[src/hw/rtl/gtp_pkg.sv]
`timescale 1ns / 1ps
// Shared types and constants of the glyph to planar tile packer.
// Used by gtp_width_tracker and glyph_to_planar_tile_packer; no dependencies.
package gtp_pkg;

  // Glyph geometry
  localparam int unsigned GlyphSide = 12;
  localparam logic [3:0]  LastIdx   = 4'(GlyphSide - 1);
  localparam logic [3:0]  MaxWidth  = 4'(GlyphSide);
  localparam logic [7:0]  StopPixel = 8'd5;
  localparam logic [3:0]  CondenseLimit = 4'd10;
  localparam int unsigned NumFaces  = 2;

  // Configuration register indexes
  localparam logic [2:0] CfgFace0Begin    = 3'd0;
  localparam logic [2:0] CfgFace0End      = 3'd1;
  localparam logic [2:0] CfgFace0Condense = 3'd2;
  localparam logic [2:0] CfgFace1Begin    = 3'd3;
  localparam logic [2:0] CfgFace1End      = 3'd4;
  localparam logic [2:0] CfgFace1Condense = 3'd5;

  localparam int unsigned CfgIdxW  = 3;
  localparam int unsigned CfgDataW = 11;

  // One condensed character range
  typedef struct packed {
    logic [9:0]  begin_code;
    logic [10:0] end_code;
    logic [3:0]  condense;
  } gtp_face_t;

  typedef gtp_face_t [NumFaces-1:0] gtp_face_cfg_t;

  // Input request payload
  typedef struct packed {
    logic [7:0] pixel;
    logic [9:0] source_code;
    logic [9:0] tile_index;
  } gtp_in_t;

  // Result payload
  typedef struct packed {
    logic [3:0]  row;
    logic [14:0] wide_address;
    logic [7:0]  wide_plane0;
    logic [7:0]  wide_plane1;
    logic [13:0] narrow_address;
    logic [7:0]  narrow_plane0;
    logic [7:0]  narrow_plane1;
    logic        narrow_high;
    logic [3:0]  glyph_width;
    logic        last_row;
  } gtp_out_t;

  // Per-pixel control toward the width tracker
  typedef struct packed {
    logic take;      // pixel accepted this cycle
    logic first;     // pixel zero of a glyph
    logic row_zero;  // pixel lies in row zero
    logic row_end;   // last pixel of a row
  } gtp_width_ctrl_t;

  // Map a raw pixel to its 2-bit plane value (bit 0, bit 1)
  function automatic logic [1:0] map_pixel(input logic [7:0] raw);
    logic [1:0] v;
    unique case (raw)
      8'd0:    v = 2'd0;
      8'd1:    v = 2'd0;
      8'd2:    v = 2'd1;
      8'd3:    v = 2'd2;
      8'd4:    v = 2'd3;
      8'd5:    v = 2'd0;
      default: v = raw[1:0];
    endcase
    return v;
  endfunction

endpackage

[src/hw/rtl/glyph_to_planar_tile_packer.sv]
`timescale 1ns / 1ps
// Top level of the glyph to planar tile packer.
// Depends on gtp_pkg and gtp_width_tracker.
//
// Accepts one raw pixel of a 12x12 glyph per clock, row-major, and after the
// twelfth pixel of each row presents one result in a single output register:
// the two 2bpp wide-table bytes for pixels 0-7, the two nibbles for pixels
// 8-11 and their byte addresses. The result register loads as the last pixel
// of a row is accepted; the block sustains one pixel per cycle unless stalled.
// The only source of input stall is a full result register whose request is
// stalled downstream; source code and tile are latched at pixel zero.
// Configuration writes take effect at once and must be made between glyphs.
module glyph_to_planar_tile_packer (
  input  logic                           clk_i,
  input  logic                           rst_ni,
  // configuration
  input  logic                           cfg_we_i,
  input  logic [gtp_pkg::CfgIdxW-1:0]    cfg_idx_i,
  input  logic [gtp_pkg::CfgDataW-1:0]   cfg_wdata_i,
  // pixel requests
  input  logic                           in_valid_i,
  output logic                           in_stall_o,
  input  gtp_pkg::gtp_in_t               in_data_i,
  // row results
  output logic                           out_valid_o,
  input  logic                           out_stall_i,
  output gtp_pkg::gtp_out_t              out_data_o
);
  import gtp_pkg::*;

  gtp_face_cfg_t   face_cfg_q;
  logic [3:0]      row_q, row_d;
  logic [3:0]      col_q, col_d;
  logic [11:0]     plane0_q, plane0_d;
  logic [11:0]     plane1_q, plane1_d;
  logic [9:0]      held_source_q, held_source_d;
  logic [9:0]      held_tile_q, held_tile_d;
  logic            out_valid_q, out_valid_d;
  gtp_out_t        out_data_q, out_data_d;
  logic            accept;
  logic            first_pixel;
  logic            row_end;
  logic [1:0]      mapped;
  logic [3:0]      width;
  logic            tile_even;
  logic [8:0]      half_tile;
  gtp_width_ctrl_t width_ctrl;

  // Configuration registers
  always_ff @(posedge clk_i or negedge rst_ni) begin
    if (!rst_ni) begin
      face_cfg_q <= '0;
    end else if (cfg_we_i) begin
      unique case (cfg_idx_i)
        CfgFace0Begin:    face_cfg_q[0].begin_code <= cfg_wdata_i[9:0];
        CfgFace0End:      face_cfg_q[0].end_code   <= cfg_wdata_i;
        CfgFace0Condense: face_cfg_q[0].condense   <= cfg_wdata_i[3:0];
        CfgFace1Begin:    face_cfg_q[1].begin_code <= cfg_wdata_i[9:0];
        CfgFace1End:      face_cfg_q[1].end_code   <= cfg_wdata_i;
        CfgFace1Condense: face_cfg_q[1].condense   <= cfg_wdata_i[3:0];
        default: ;
      endcase
    end
  end

  // Hold input while a finished result waits downstream
  assign in_stall_o  = out_valid_q & out_stall_i;
  assign accept      = in_valid_i & ~in_stall_o;
  assign first_pixel = (row_q == 4'd0) && (col_q == 4'd0);
  assign row_end     = (col_q == LastIdx);

  // Advance position, latch glyph identity, shift bitplanes
  always_comb begin
    mapped        = map_pixel(in_data_i.pixel);
    col_d         = row_end ? 4'd0 : col_q + 4'd1;
    row_d         = row_end ? ((row_q == LastIdx) ? 4'd0 : row_q + 4'd1) : row_q;
    held_source_d = first_pixel ? in_data_i.source_code : held_source_q;
    held_tile_d   = first_pixel ? in_data_i.tile_index : held_tile_q;
    plane0_d      = {plane0_q[10:0], mapped[0]};
    plane1_d      = {plane1_q[10:0], mapped[1]};
  end

  always_ff @(posedge clk_i or negedge rst_ni) begin
    if (!rst_ni) begin
      row_q         <= 4'd0;
      col_q         <= 4'd0;
      plane0_q      <= '0;
      plane1_q      <= '0;
      held_source_q <= '0;
      held_tile_q   <= '0;
    end else if (accept) begin
      row_q         <= row_d;
      col_q         <= col_d;
      plane0_q      <= plane0_d;
      plane1_q      <= plane1_d;
      held_source_q <= held_source_d;
      held_tile_q   <= held_tile_d;
    end
  end

  // Width measurement
  assign width_ctrl = '{
    take:     accept,
    first:    first_pixel,
    row_zero: (row_q == 4'd0),
    row_end:  row_end
  };

  gtp_width_tracker u_width (
    .clk_i         (clk_i),
    .rst_ni        (rst_ni),
    .ctrl_i        (width_ctrl),
    .pixel_i       (in_data_i.pixel),
    .held_source_i (held_source_q),
    .face_cfg_i    (face_cfg_q),
    .width_o       (width)
  );

  // Build the row result; tile*24 is tile*16 + tile*8
  always_comb begin
    tile_even = ~held_tile_q[0];
    half_tile = held_tile_q[9:1];
    out_data_d.row            = row_q;
    out_data_d.wide_address   = ({1'b0, held_tile_q, 4'd0} + {2'b0, held_tile_q, 3'd0})
                              + {10'd0, row_q, 1'b0};
    out_data_d.wide_plane0    = plane0_d[11:4];
    out_data_d.wide_plane1    = plane1_d[11:4];
    out_data_d.narrow_address = ({1'b0, half_tile, 4'd0} + {2'b0, half_tile, 3'd0})
                              + {9'd0, row_q, 1'b0};
    out_data_d.narrow_plane0  = tile_even ? {plane0_d[3:0], 4'd0} : {4'd0, plane0_d[3:0]};
    out_data_d.narrow_plane1  = tile_even ? {plane1_d[3:0], 4'd0} : {4'd0, plane1_d[3:0]};
    out_data_d.narrow_high    = tile_even;
    out_data_d.glyph_width    = width;
    out_data_d.last_row       = (row_q == LastIdx);
  end

  // Result register
  always_comb begin
    out_valid_d = out_valid_q;
    if (!out_valid_q || !out_stall_i) begin
      out_valid_d = accept && row_end;
    end
  end

  always_ff @(posedge clk_i or negedge rst_ni) begin
    if (!rst_ni) begin
      out_valid_q <= 1'b0;
    end else begin
      out_valid_q <= out_valid_d;
    end
  end

  always_ff @(posedge clk_i) begin
    if (accept && row_end) begin
      out_data_q <= out_data_d;
    end
  end

  assign out_valid_o = out_valid_q;
  assign out_data_o  = out_data_q;

  // Checks
  a_pos_range: assert property (@(posedge clk_i) disable iff (!rst_ni)
    row_q <= LastIdx && col_q <= LastIdx)
    else $error("glyph position out of range");

  a_row_end_result: assert property (@(posedge clk_i) disable iff (!rst_ni)
    accept && row_end |=> out_valid_q && out_data_q.row == $past(row_q))
    else $error("row end did not produce a result");

  a_glyph_wrap: assert property (@(posedge clk_i) disable iff (!rst_ni)
    accept && row_end && row_q == LastIdx |=> row_q == 4'd0 && col_q == 4'd0)
    else $error("glyph did not wrap after last pixel");

  a_width_cap: assert property (@(posedge clk_i) disable iff (!rst_ni)
    out_valid_q |-> out_data_q.glyph_width <= MaxWidth)
    else $error("glyph width above cap");

  a_no_lost_result: assert property (@(posedge clk_i) disable iff (!rst_ni)
    out_valid_q && out_stall_i |=> out_valid_q && $stable(out_data_q))
    else $error("stalled result dropped or changed");

endmodule

[src/hw/rtl/gtp_width_tracker.sv]
`timescale 1ns / 1ps
// Glyph width measurement and range condensing for the tile packer.
// Depends on gtp_pkg.
module gtp_width_tracker (
  input  logic                    clk_i,
  input  logic                    rst_ni,
  input  gtp_pkg::gtp_width_ctrl_t ctrl_i,
  input  logic [7:0]              pixel_i,
  input  logic [9:0]              held_source_i,
  input  gtp_pkg::gtp_face_cfg_t  face_cfg_i,
  output logic [3:0]              width_o
);
  import gtp_pkg::*;

  logic [3:0] count_q, count_d;
  logic       stopped_q, stopped_d;
  logic [3:0] count_base, count_run, count_cond;
  logic       stopped_base, stopped_run;

  // Count leading non-stop pixels of row zero
  always_comb begin
    count_base   = ctrl_i.first ? 4'd0 : count_q;
    stopped_base = ctrl_i.first ? 1'b0 : stopped_q;
    count_run    = count_base;
    stopped_run  = stopped_base;
    if (ctrl_i.row_zero && !stopped_base) begin
      if (pixel_i != StopPixel && count_base < MaxWidth) begin
        count_run = count_base + 4'd1;
      end else begin
        stopped_run = 1'b1;
      end
    end
  end

  // Apply range zero, then range one
  always_comb begin
    count_cond = count_run;
    for (int k = 0; k < NumFaces; k++) begin
      if ({1'b0, held_source_i} >= {1'b0, face_cfg_i[k].begin_code} &&
          {1'b0, held_source_i} < face_cfg_i[k].end_code &&
          face_cfg_i[k].condense != 4'd0 &&
          face_cfg_i[k].condense < CondenseLimit &&
          count_cond >= face_cfg_i[k].condense) begin
        count_cond = count_cond - face_cfg_i[k].condense;
      end
    end
  end

  // Settle the width at the end of row zero
  always_comb begin
    count_d   = (ctrl_i.row_zero && ctrl_i.row_end) ? count_cond : count_run;
    stopped_d = stopped_run;
  end

  always_ff @(posedge clk_i or negedge rst_ni) begin
    if (!rst_ni) begin
      count_q   <= 4'd0;
      stopped_q <= 1'b0;
    end else if (ctrl_i.take) begin
      count_q   <= count_d;
      stopped_q <= stopped_d;
    end
  end

  assign width_o = count_d;

endmodule
[config.mk]
export PLATFORM = sky130hd
export DESIGN_NAME = glyph_to_planar_tile_packer
export DESIGN_NICKNAME = d
export VERILOG_FILES = /design/src/hw/rtl/gtp_pkg.sv /design/src/hw/rtl/glyph_to_planar_tile_packer.sv /design/src/hw/rtl/gtp_width_tracker.sv
export SDC_FILE = /design/constraint.sdc
export NUM_CORES = 1
export LEC_CHECK = 0
export ABC_CLOCK_PERIOD_IN_PS = 7300
export BUFFER_PORTS_ARGS = -buffer_cell sky130_fd_sc_hd__buf_2
export CAP_MARGIN = 20
export CORE_MARGIN = 4
export CORE_UTILIZATION = 40
export CTS_CLUSTER_DIAMETER = 30
export DETAILED_ROUTE_END_ITERATION = 10
export SKIP_LAST_GASP = 1
export SLEW_MARGIN = 20
export SYNTH_ARGS = -nofsm -noshare
export SYNTH_HDL_FRONTEND = slang
export SYNTH_SLANG_ARGS = --single-unit
[constraint.sdc]
create_clock -name clk_i -period 7.3 [get_ports clk_i]
set_input_delay 1.46 -clock clk_i [delete_from_list [all_inputs] [get_ports clk_i]]
set_output_delay 1.46 -clock clk_i [all_outputs]
set_load 0.02 [all_outputs]
==> flow_metrics.env, run 1 <==
export IMPL_crit_type="input pin to register"
export IMPL_synth_top_area_cell="dfrtp_1"
export IMPL_antenna_cells=0
export IMPL_hold_viol_final=0
export IMPL_synthArstFlopShare=0.6199
export IMPL_utilization=0.4811
export IMPL_die_w_um=155.2
export IMPL_drive_above_1_share=0.2481
export IMPL_clkTransAtPathRegs_ps=80
export IMPL_min_from="plane0_q[10]"
export IMPL_fin_cells=1182
export IMPL_path_cells="buf_2 -> and3b_1 -> and3_2 -> a311oi_4 -> xnor2_1 -> inv_1 -> ha_1 -> fa_1 -> a21boi_0 -> o21ai_0 -> o211a_1 -> o21ai_2 -> nor2_1 -> a21o_1 -> ha_1 -> inv_1 -> fa_1 -> a211oi_1 -> nor2_1 -> o221ai_1 -> nor3_2 -> a211o_1 -> a31oi_1"
export IMPL_vias=5828
export IMPL_rsz0062_at_grt="no"
export IMPL_maxSlewViolCount=0
export IMPL_nets=1021
export IMPL_drtAntennaViolNets=0
export IMPL_synth_top_area_share=0.3062
export IMPL_cts_tree="done"
export IMPL_gp_congestion=0.7842
export IMPL_post_route_period_util=0.8071
export IMPL_placementRows=53
export IMPL_htree_levels=4
export IMPL_reg2reg_from="row_q[0]"
export IMPL_dp_cells=1150
export IMPL_ios=120
export IMPL_final_setup_tns_ps=0
export IMPL_cts_hold_buf=0
export IMPL_period_needed_ps=5892
export IMPL_cp_depth=23
export IMPL_cp_max_fo=9
export IMPL_clock_skew_ps=11.63
export IMPL_netlist_top_cells_area="dfrtp_1 31%, edfxtp_1 23%, ha_1 11%"
export IMPL_cts_resized=0
export IMPL_stdcell_area_um2=10180
export IMPL_viasPerCell=4.931
export IMPL_timing_fmax_ghz=0.1697
export IMPL_maxSlewHeadroom=0.3477
export IMPL_initial_utilization=0.4095
export IMPL_die_height_um=155.2
export IMPL_grt_pass1_wl_um=29200
export IMPL_synthTopCellsByCount="122 x nand2_1, 106 x dfrtp_1, 74 x ha_1"
export IMPL_crit_family="compound AO/OA/AOI/OAI gates"
export IMPL_worstPathRequired_ps=7580
export IMPL_antenna_found_initial=0
export IMPL_reg2reg_slack_ps=1870
export IMPL_status="completed"
export IMPL_syn_area_per_cell_um2=11.19
export IMPL_area_delta_synth_final_pct=17.48
export IMPL_cts_setup_buffers=0
export IMPL_critPathBufInv=3
export IMPL_avgRoutedWirePerCell_um=15.17
export IMPL_drc_errors=0
export IMPL_synth_most_common_cell="nand2_1"
export IMPL_critPathArrivalTime_ps=6170
export IMPL_grt_util_all_layers=0.1532
export IMPL_cts_buffers_inserted=17
export IMPL_overflow=0
export IMPL_cap_violations=0
export IMPL_start_kind="input pin"
export IMPL_clock_sinks=171
export IMPL_r2r_cells=24
export IMPL_dp_hpwl_um=13240
export IMPL_grt_start_max_net_pins=55
export IMPL_clock_latency_ps=430
export IMPL_crit_path_end_kind="register"
export IMPL_hp_class="register to register"
export IMPL_dieArea_um2=24080
export IMPL_root_buffer="clkbuf_16"
export IMPL_ys_warn_count=0
export IMPL_wl_um=17930
export IMPL_holdPathEnd="out_data_o[51]"
export IMPL_ys_ff_latch=171
export IMPL_drt_first_iter_violations=190
export IMPL_dpl_cell_area_um2=9550
export IMPL_cp_slowest_cell="fa_1"
export IMPL_ys_seq_area_frac=0.5315
export IMPL_synth_edff_count=65
export IMPL_grt_pass1_vias=5688
export IMPL_min_path_cells=0
export IMPL_core_area_um2=21150
export IMPL_ir_worst_vdd_mv=0.1783
export IMPL_postSynthCellCount=774
export IMPL_cts_buffer_depth=2
export IMPL_first_pass_iters=4
export IMPL_setup_viol=0
export IMPL_tightest_slew_ps=965.2
export IMPL_power_density_nw_per_um2=368.1
export IMPL_syn_cell_area_um2=8663
export IMPL_yosysUniqueCellTypes=68
export IMPL_port_buffers=117
export IMPL_n_fill_cell=1968
export IMPL_max_stage_delay_ps=430
export IMPL_leakagePower_nw=4.813
export IMPL_reg2reg_to="out_data_o[1]"
export IMPL_yosys_most_used_dff="dfrtp_1"
-- per-layer routing --
layer | wire (um) | global-route usage | vias to the layer above
met5 | 0 | 0 | -
li1 | - | - | 2917
met4 | 187 | 0.04163 | 0
met3 | 803 | 0.03060 | 16
met1 | 8459 | 0.2088 | 2774
met2 | 8479 | 0.2508 | 121
-- registers in the layout, indices dropped and copies added (netlist names) --
signal             count
col_q                  4
face_cfg_q            50
held_source_q         10
held_tile_q           10
out_data_o            65
out_valid_o            1
plane0_q              11
plane1_q              11
row_q                  4
u_width.count_q        4
u_width.stopped_q      1
-- stage by stage --
stage               total power (W)  worst slack [ps]  hold WS, ps
floorplan                  0.002461              1567        424.8
global placement           0.002795              1089        431.1
detailed placement         0.002833              1020        441.3
CTS                        0.003792              1427        460.1
global route               0.004052             978.8        465.2
finish                     0.003747              1408        455.5
-- kinds of logic after synthesis --
group / after synthesis / share of synthesized area
compound gates: 144 / 0.1031
other cells: 1 / 0.0004329
buf+inv: 98 / 0.04506
simple gates: 215 / 0.1194
xor+xnor: 20 / 0.02109
mux: 45 / 0.05864
fa+ha+maj: 80 / 0.1207
flops: 171 / 0.5315
-- placed cells by master, fill, tap and decap left out, types with 9 or more instances in the layout --
cell type  count
mux2_2        42
nor2_1        25
clkbuf_16     17
nand2_1      122
xor2_1         9
edfxtp_1      65
a21o_1        12
inv_1         72
o21ai_0       58
a21oi_1       31
buf_2        116
ha_1          74
dfrtp_1      106
xnor2_1       10
nor2b_1        9
-- layout make-up --
cell class / instances / area [um2] / area share
Tap cell: 275 / 344.1 / 0.03381
Clock buffer: 17 / 425.4 / 0.04180
Clock inverter: 15 / 201.4 / 0.01979
Inverter: 74 / 277.8 / 0.02729
Multi-Input combinational cell: 506 / 3684 / 0.3619
Timing Repair Buffer: 124 / 640.6 / 0.06295
Sequential cell: 171 / 4604 / 0.4524
-- where the power goes --
| group | total [W] | switching (W) | internal [W] |
|---|---|---|---|
| sequential | 0.00146 | 0.000200 | 0.00126 |
| clock | 0.000942 | 0.000465 | 0.000477 |
| combinational | 0.00134 | 0.000744 | 0.000600 |
-- worst max-delay path by stage --
stage | to | slack (ps) | start
2_1_floorplan | out_data_o[1] | 1570 | in_data_i[22]
3_3_place_gp | out_data_o[1] | 1090 | in_data_i[22]
3_5_place_dp | out_data_o[1] | 1020 | in_data_i[22]
4_1_cts | out_data_o[1] | 1430 | in_data_i[22]
5_1_grt | out_data_o[1] | 980 | in_data_i[22]
6_report | out_data_o[1] | 1410 | in_data_i[22]
Power figures use the tool's default switching activity.
==> run 2: changes to the inputs <==
--- a/config.mk
+++ b/config.mk
@@ -5,7 +5,7 @@
 export SDC_FILE = /design/constraint.sdc
 export NUM_CORES = 1
 export LEC_CHECK = 0
-export ABC_CLOCK_PERIOD_IN_PS = 7300
+export ABC_CLOCK_PERIOD_IN_PS = 4900
 export BUFFER_PORTS_ARGS = -buffer_cell sky130_fd_sc_hd__buf_2
 export CAP_MARGIN = 20
 export CORE_MARGIN = 4
==> constraint.sdc (replaced) <==
create_clock -name clk_i -period 4.9 [get_ports clk_i]
set_input_delay 0.98 -clock clk_i [delete_from_list [all_inputs] [get_ports clk_i]]
set_output_delay 0.98 -clock clk_i [all_outputs]
set_load 0.02 [all_outputs]
==> flow_metrics.env, run 2 (synthesis results as in run 1) <==
export IMPL_initial_utilization=0.4095
export IMPL_overflow=0
export IMPL_cts_tree="done"
export IMPL_power_density_nw_per_um2=557.6
export IMPL_clock_latency_ps=430
export IMPL_gp_congestion=0.8119
export IMPL_wl_um=18070
export IMPL_min_path_cells=0
export IMPL_drt_first_iter_violations=329
export IMPL_final_cell_mix="121 x nand2_1, 116 x buf_2, 106 x dfrtp_1"
export IMPL_grt_util_all_layers=0.1505
export IMPL_clkTransAtPathRegs_ps=80
export IMPL_cp_max_fo=6
export IMPL_ir_worst_vdd_mv=0.2996
export IMPL_r2r_cells=24
export IMPL_crit_path_end_kind="register"
export IMPL_post_route_period_util=0.9659
export IMPL_rsz0062_at_grt="yes"
export IMPL_largest_reg_flops=65
export IMPL_core_area_um2=21150
export IMPL_reg2reg_to="out_data_o[1]"
export IMPL_antenna_cells=0
export IMPL_maxSlewViolCount=0
export IMPL_timing_fmax_ghz=0.2113
export IMPL_die_height_um=155.2
export IMPL_clock_skew_ps=11.57
export IMPL_hold_ws_ps=460.8
export IMPL_dp_cells=1179
export IMPL_maxSlewHeadroom=0.5363
export IMPL_cap_violations=0
export IMPL_min_from="plane0_q[10]"
export IMPL_nets=1060
export IMPL_grt_start_max_net_pins=51
export IMPL_drive_above_1_share=0.2992
export IMPL_htree_levels=4
export IMPL_port_buffers=117
export IMPL_drtAntennaViolNets=0
export IMPL_first_pass_iters=5
export IMPL_critPathArrivalTime_ps=5010
export IMPL_die_w_um=155.2
export IMPL_period_needed_ps=4733
export IMPL_dp_hpwl_um=13060
export IMPL_hp_class="register to register"
export IMPL_fin_cells=1221
export IMPL_avgRoutedWirePerCell_um=14.80
export IMPL_cts_buffers_inserted=17
export IMPL_cts_buffer_depth=2
export IMPL_ios=120
export IMPL_placementRows=53
export IMPL_hold_viol_final=0
export IMPL_grt_pass1_wl_um=28980
export IMPL_antenna_found_initial=0
export IMPL_worstPathRequired_ps=5180
export IMPL_root_buffer="clkbuf_16"
export IMPL_setup_viol=0
export IMPL_vias=5953
export IMPL_drc_errors=0
export IMPL_holdPathEnd="out_data_o[51]"
export IMPL_status="completed"
export IMPL_final_common_cell="nand2_1"
export IMPL_utilization=0.5002
export IMPL_viasPerCell=4.876
export IMPL_leakagePower_nw=5.001
export IMPL_crit_start="row_q[0]"
export IMPL_dieArea_um2=24080
export IMPL_start_kind="register"
export IMPL_grt_pass1_vias=5804
export IMPL_tightest_slew_ps=695.6
export IMPL_clock_sinks=171
export IMPL_reg2reg_slack_ps=170
export IMPL_area_delta_synth_final_pct=22.14
export IMPL_reg2reg_from="row_q[0]"
export IMPL_crit_type="register to register"
==> run 2: changes by cell type in the layout (fill, tap and decap cells not counted), sizes merged <==
cell,before,now
buf,124,162
clkinv,5,9
nor3,9,10
inv,84,80
==> run 2: repair_timing <==
item / 4_1_cts / 5_1_grt
buffers inserted: 0 / 9
endpoints found under the setup margin: 0 / 8
endpoints found under the hold margin: 0 / 0
gates resized for setup: 0 / 20
hold buffers: 0 / 0
==> run 2: worst max-delay path by stage <==
stage	endpoint	slack [ps]	cells after the start
after detailed placement	out_data_o[3]	-240	22
after CTS	out_data_o[3]	4	23
after floorplan	out_data_o[1]	10	22
after global placement	out_data_o[1]	-190	22
final	out_data_o[1]	170	24
after global routing	out_data_o[1]	-150	24
==> run 2: worst max-delay path, stage by stage (launching register included) <==
cell and delay (ps):
dfrtp_1 370, inv_1 100, ha_4 150, nor3b_4 300
nand2_4 120, a311oi_4 410, xnor2_2 170, inv_2 70
ha_4 160, fa_2 330, a21boi_1 130, o21ai_1 140
o211a_1 190, o21ai_2 70, nor2_2 160, buf_6 130
a21oi_2 60, buf_4 130, fa_2 360, a211oi_2 150
nor2_1 70, o221ai_2 250, nor3_4 90, a211o_1 310
a31oi_1 170
==> run 2: layout make-up <==
class                   instances  area (um2)
multi-input cells             507        3790
clock buffers                  17       425.4
inverters                      74       277.8
flip-flops and latches        171        4604
fillers                      1925       10570
clock inverters                15       193.9
well taps                     275       344.1
repair buffers                162       945.9
==> run 2: report_power, final <==
part           switching [W]  leakage, nW  total [W]  internal (W)
Combinational        0.00125         2.78    0.00238       0.00113
Clock               0.000678        0.299    0.00138      0.000697
Sequential          0.000269         1.92    0.00215       0.00188
Total                0.00219         5.00    0.00590       0.00371
==> run 2: metrics by stage <==
step                power (W)  area (um2)  setup slack (ps)  setup TNS (ps)
finish               0.005900       10580             167.1               0
global route         0.006359       10580            -148.0          -383.1
CTS                  0.005824       10440             4.220               0
detailed placement   0.004421        9819            -240.3           -1281
global placement     0.004372        9819            -187.1          -777.3
floorplan            0.003710        8706             13.18               0
==> run 2: metal layers <==
layer  part of all wire  global-route usage  vias up
met3              0.048             0.02754       18
met5                  0                   0        -
met1               0.48              0.2070     2803
met2               0.46              0.2446      130
met4              0.012             0.04415        0
li1                   -                   -     3002
==> run 3: changes to the inputs <==
--- a/config.mk
+++ b/config.mk
@@ -5,7 +5,7 @@
 export SDC_FILE = /design/constraint.sdc
 export NUM_CORES = 1
 export LEC_CHECK = 0
-export ABC_CLOCK_PERIOD_IN_PS = 4900
+export ABC_CLOCK_PERIOD_IN_PS = 5310
 export BUFFER_PORTS_ARGS = -buffer_cell sky130_fd_sc_hd__buf_2
 export CAP_MARGIN = 20
 export CORE_MARGIN = 4
==> constraint.sdc (replaced) <==
create_clock -name clk_i -period 5.31 [get_ports clk_i]
set_input_delay 1.062 -clock clk_i [delete_from_list [all_inputs] [get_ports clk_i]]
set_output_delay 1.062 -clock clk_i [all_outputs]
set_load 0.02 [all_outputs]
==> flow_metrics.env, run 3 (synthesis results as in run 1) <==
export IMPL_grt_pass1_vias=5829
export IMPL_nets=1043
export IMPL_avgRoutedWirePerCell_um=14.60
export IMPL_final_common_cell="nand2_1"
export IMPL_timing_fmax_ghz=0.1995
export IMPL_ir_worst_vdd_mv=0.2854
export IMPL_cts_tree="done"
export IMPL_cap_violations=0
export IMPL_clock_latency_ps=420
export IMPL_period_needed_ps=5013
export IMPL_initial_utilization=0.4095
export IMPL_port_buffers=117
export IMPL_dieArea_um2=24080
export IMPL_hold_viol_final=0
export IMPL_crit_type="input pin to register"
export IMPL_ff_latch_area_um2=4604
export IMPL_vias=5865
export IMPL_leakagePower_nw=4.922
export IMPL_wl_um=17580
export IMPL_htree_levels=4
export IMPL_finalPower_w=0.005216
export IMPL_viasPerCell=4.871
export IMPL_utilization=0.4894
export IMPL_worstPathRequired_ps=5580
export IMPL_root_buffer="clkbuf_16"
export IMPL_r2r_cells=24
export IMPL_die_w_um=155.2
export IMPL_placementRows=53
export IMPL_min_path_cells=0
export IMPL_grt_start_max_net_pins=75
export IMPL_die_height_um=155.2
export IMPL_maxSlewViolCount=0
export IMPL_dp_hpwl_um=12980
export IMPL_fin_cells=1204
export IMPL_hold_ws_ps=455.5
export IMPL_drive_above_1_share=0.2702
export IMPL_grt_pass1_wl_um=29610
export IMPL_cp_max_fo=4
export IMPL_clock_skew_ps=9.479
export IMPL_crit_path_end_kind="register"
export IMPL_drc_errors=0
export IMPL_clock_sinks=171
export IMPL_drtAntennaViolNets=0
export IMPL_n_fill_cell=1973
export IMPL_status="completed"
export IMPL_first_pass_iters=4
export IMPL_multi_input_area_um2=3706
export IMPL_cts_buffer_depth=2
export IMPL_core_area_um2=21150
export IMPL_drt_first_iter_violations=185
export IMPL_min_from="plane0_q[10]"
export IMPL_maxSlewHeadroom=0.3533
export IMPL_cts_hold_buf=0
export IMPL_reg2reg_from="row_q[0]"
export IMPL_antenna_cells=0
export IMPL_grt_util_all_layers=0.1541
export IMPL_setup_viol=0
export IMPL_rsz0062_at_grt="no"
export IMPL_area_delta_synth_final_pct=19.50
export IMPL_overflow=0
export IMPL_crit_start="in_data_i[22]"
export IMPL_antenna_found_initial=0
export IMPL_post_route_period_util=0.9440
export IMPL_clkTransAtPathRegs_ps=70
export IMPL_start_kind="input pin"
export IMPL_final_cell_mix="122 x nand2_1, 116 x buf_2, 106 x dfrtp_1"
export IMPL_critPathArrivalTime_ps=5280
export IMPL_ios=120
export IMPL_tightest_slew_ps=970.0
export IMPL_gp_congestion=0.7737
export IMPL_hp_class="register to register"
export IMPL_largest_reg_flops=65
export IMPL_cts_buffers_inserted=17
export IMPL_power_density_nw_per_um2=503.9
export IMPL_dp_cells=1171
## run 3: cell count changes in the layout (fill, tap and decap cells not counted), sizes merged
cell	previous run	this run
buf	162	146
clkinv	9	7
inv	80	82
nor3	10	9
## run 3: report_power, final
group	switching, W	total (W)	internal, W
registers	0.000261	0.00200	0.00173
logic	0.00106	0.00198	0.000920
clock network	0.000600	0.00124	0.000644
total	0.00192	0.00522	0.00330
## run 3: layout make-up
class,count,area share
flip-flops and latches,171,0.4448
multi-input cells,506,0.3580
repair buffers,146,0.07783
clock buffers,17,0.04109
well taps,275,0.03324
inverters,74,0.02683
clock inverters,15,0.01825
## run 3: timing repair
item / 4_1_cts / 5_1_grt
resized for setup: 0 / 2
setup endpoints to repair: 0 / 5
buffers inserted: 0 / 1
## run 3: stage by stage
| step | setup TNS, ps | worst slack [ps] | area [um2] |
|---|---|---|---|
| 2_1_floorplan | 0 | 45.84 | 8670 |
| 3_3_place_gp | -379.8 | -107.7 | 9711 |
| 3_5_place_dp | -612.1 | -145.9 | 9711 |
| 4_1_cts | 0 | 245.4 | 10320 |
| 5_1_grt | 0 | 11.14 | 10350 |
| 6_report | 0 | 297.4 | 10350 |
## run 3: worst max-delay path, cell delays in order
cell	delay (ps)
buf_2	100
and3b_1	160
and3_2	250
a311oi_4	350
xnor2_2	170
inv_1	80
ha_1	210
fa_1	410
a21boi_0	130
o21ai_0	170
o211a_1	200
o21ai_2	70
nor2_2	160
a21o_1	130
ha_1	130
inv_1	50
fa_1	380
a211oi_1	190
nor2_1	90
o221ai_2	190
nor3_2	100
a211o_1	310
a31oi_1	170
## run 3: final timing paths
kind / slack (ps) / to
max in group asynchronous: 3570 / plane1_q[2]
worst max-delay path: 300 / out_data_o[1]
worst max register to register: 380 / out_data_o[1]
worst min-delay path: 460 / out_data_o[51]
min in group asynchronous: 770 / held_source_q[1]
worst min register to register: 460 / out_data_o[51]
## run 3: metal layers
metal	vias up	track usage	part of all wire
met5	-	0	0
met1	2755	0.2152	0.48
li1	2967	-	-
met3	15	0.03282	0.049
met2	128	0.2448	0.46
met4	0	0.04205	0.015
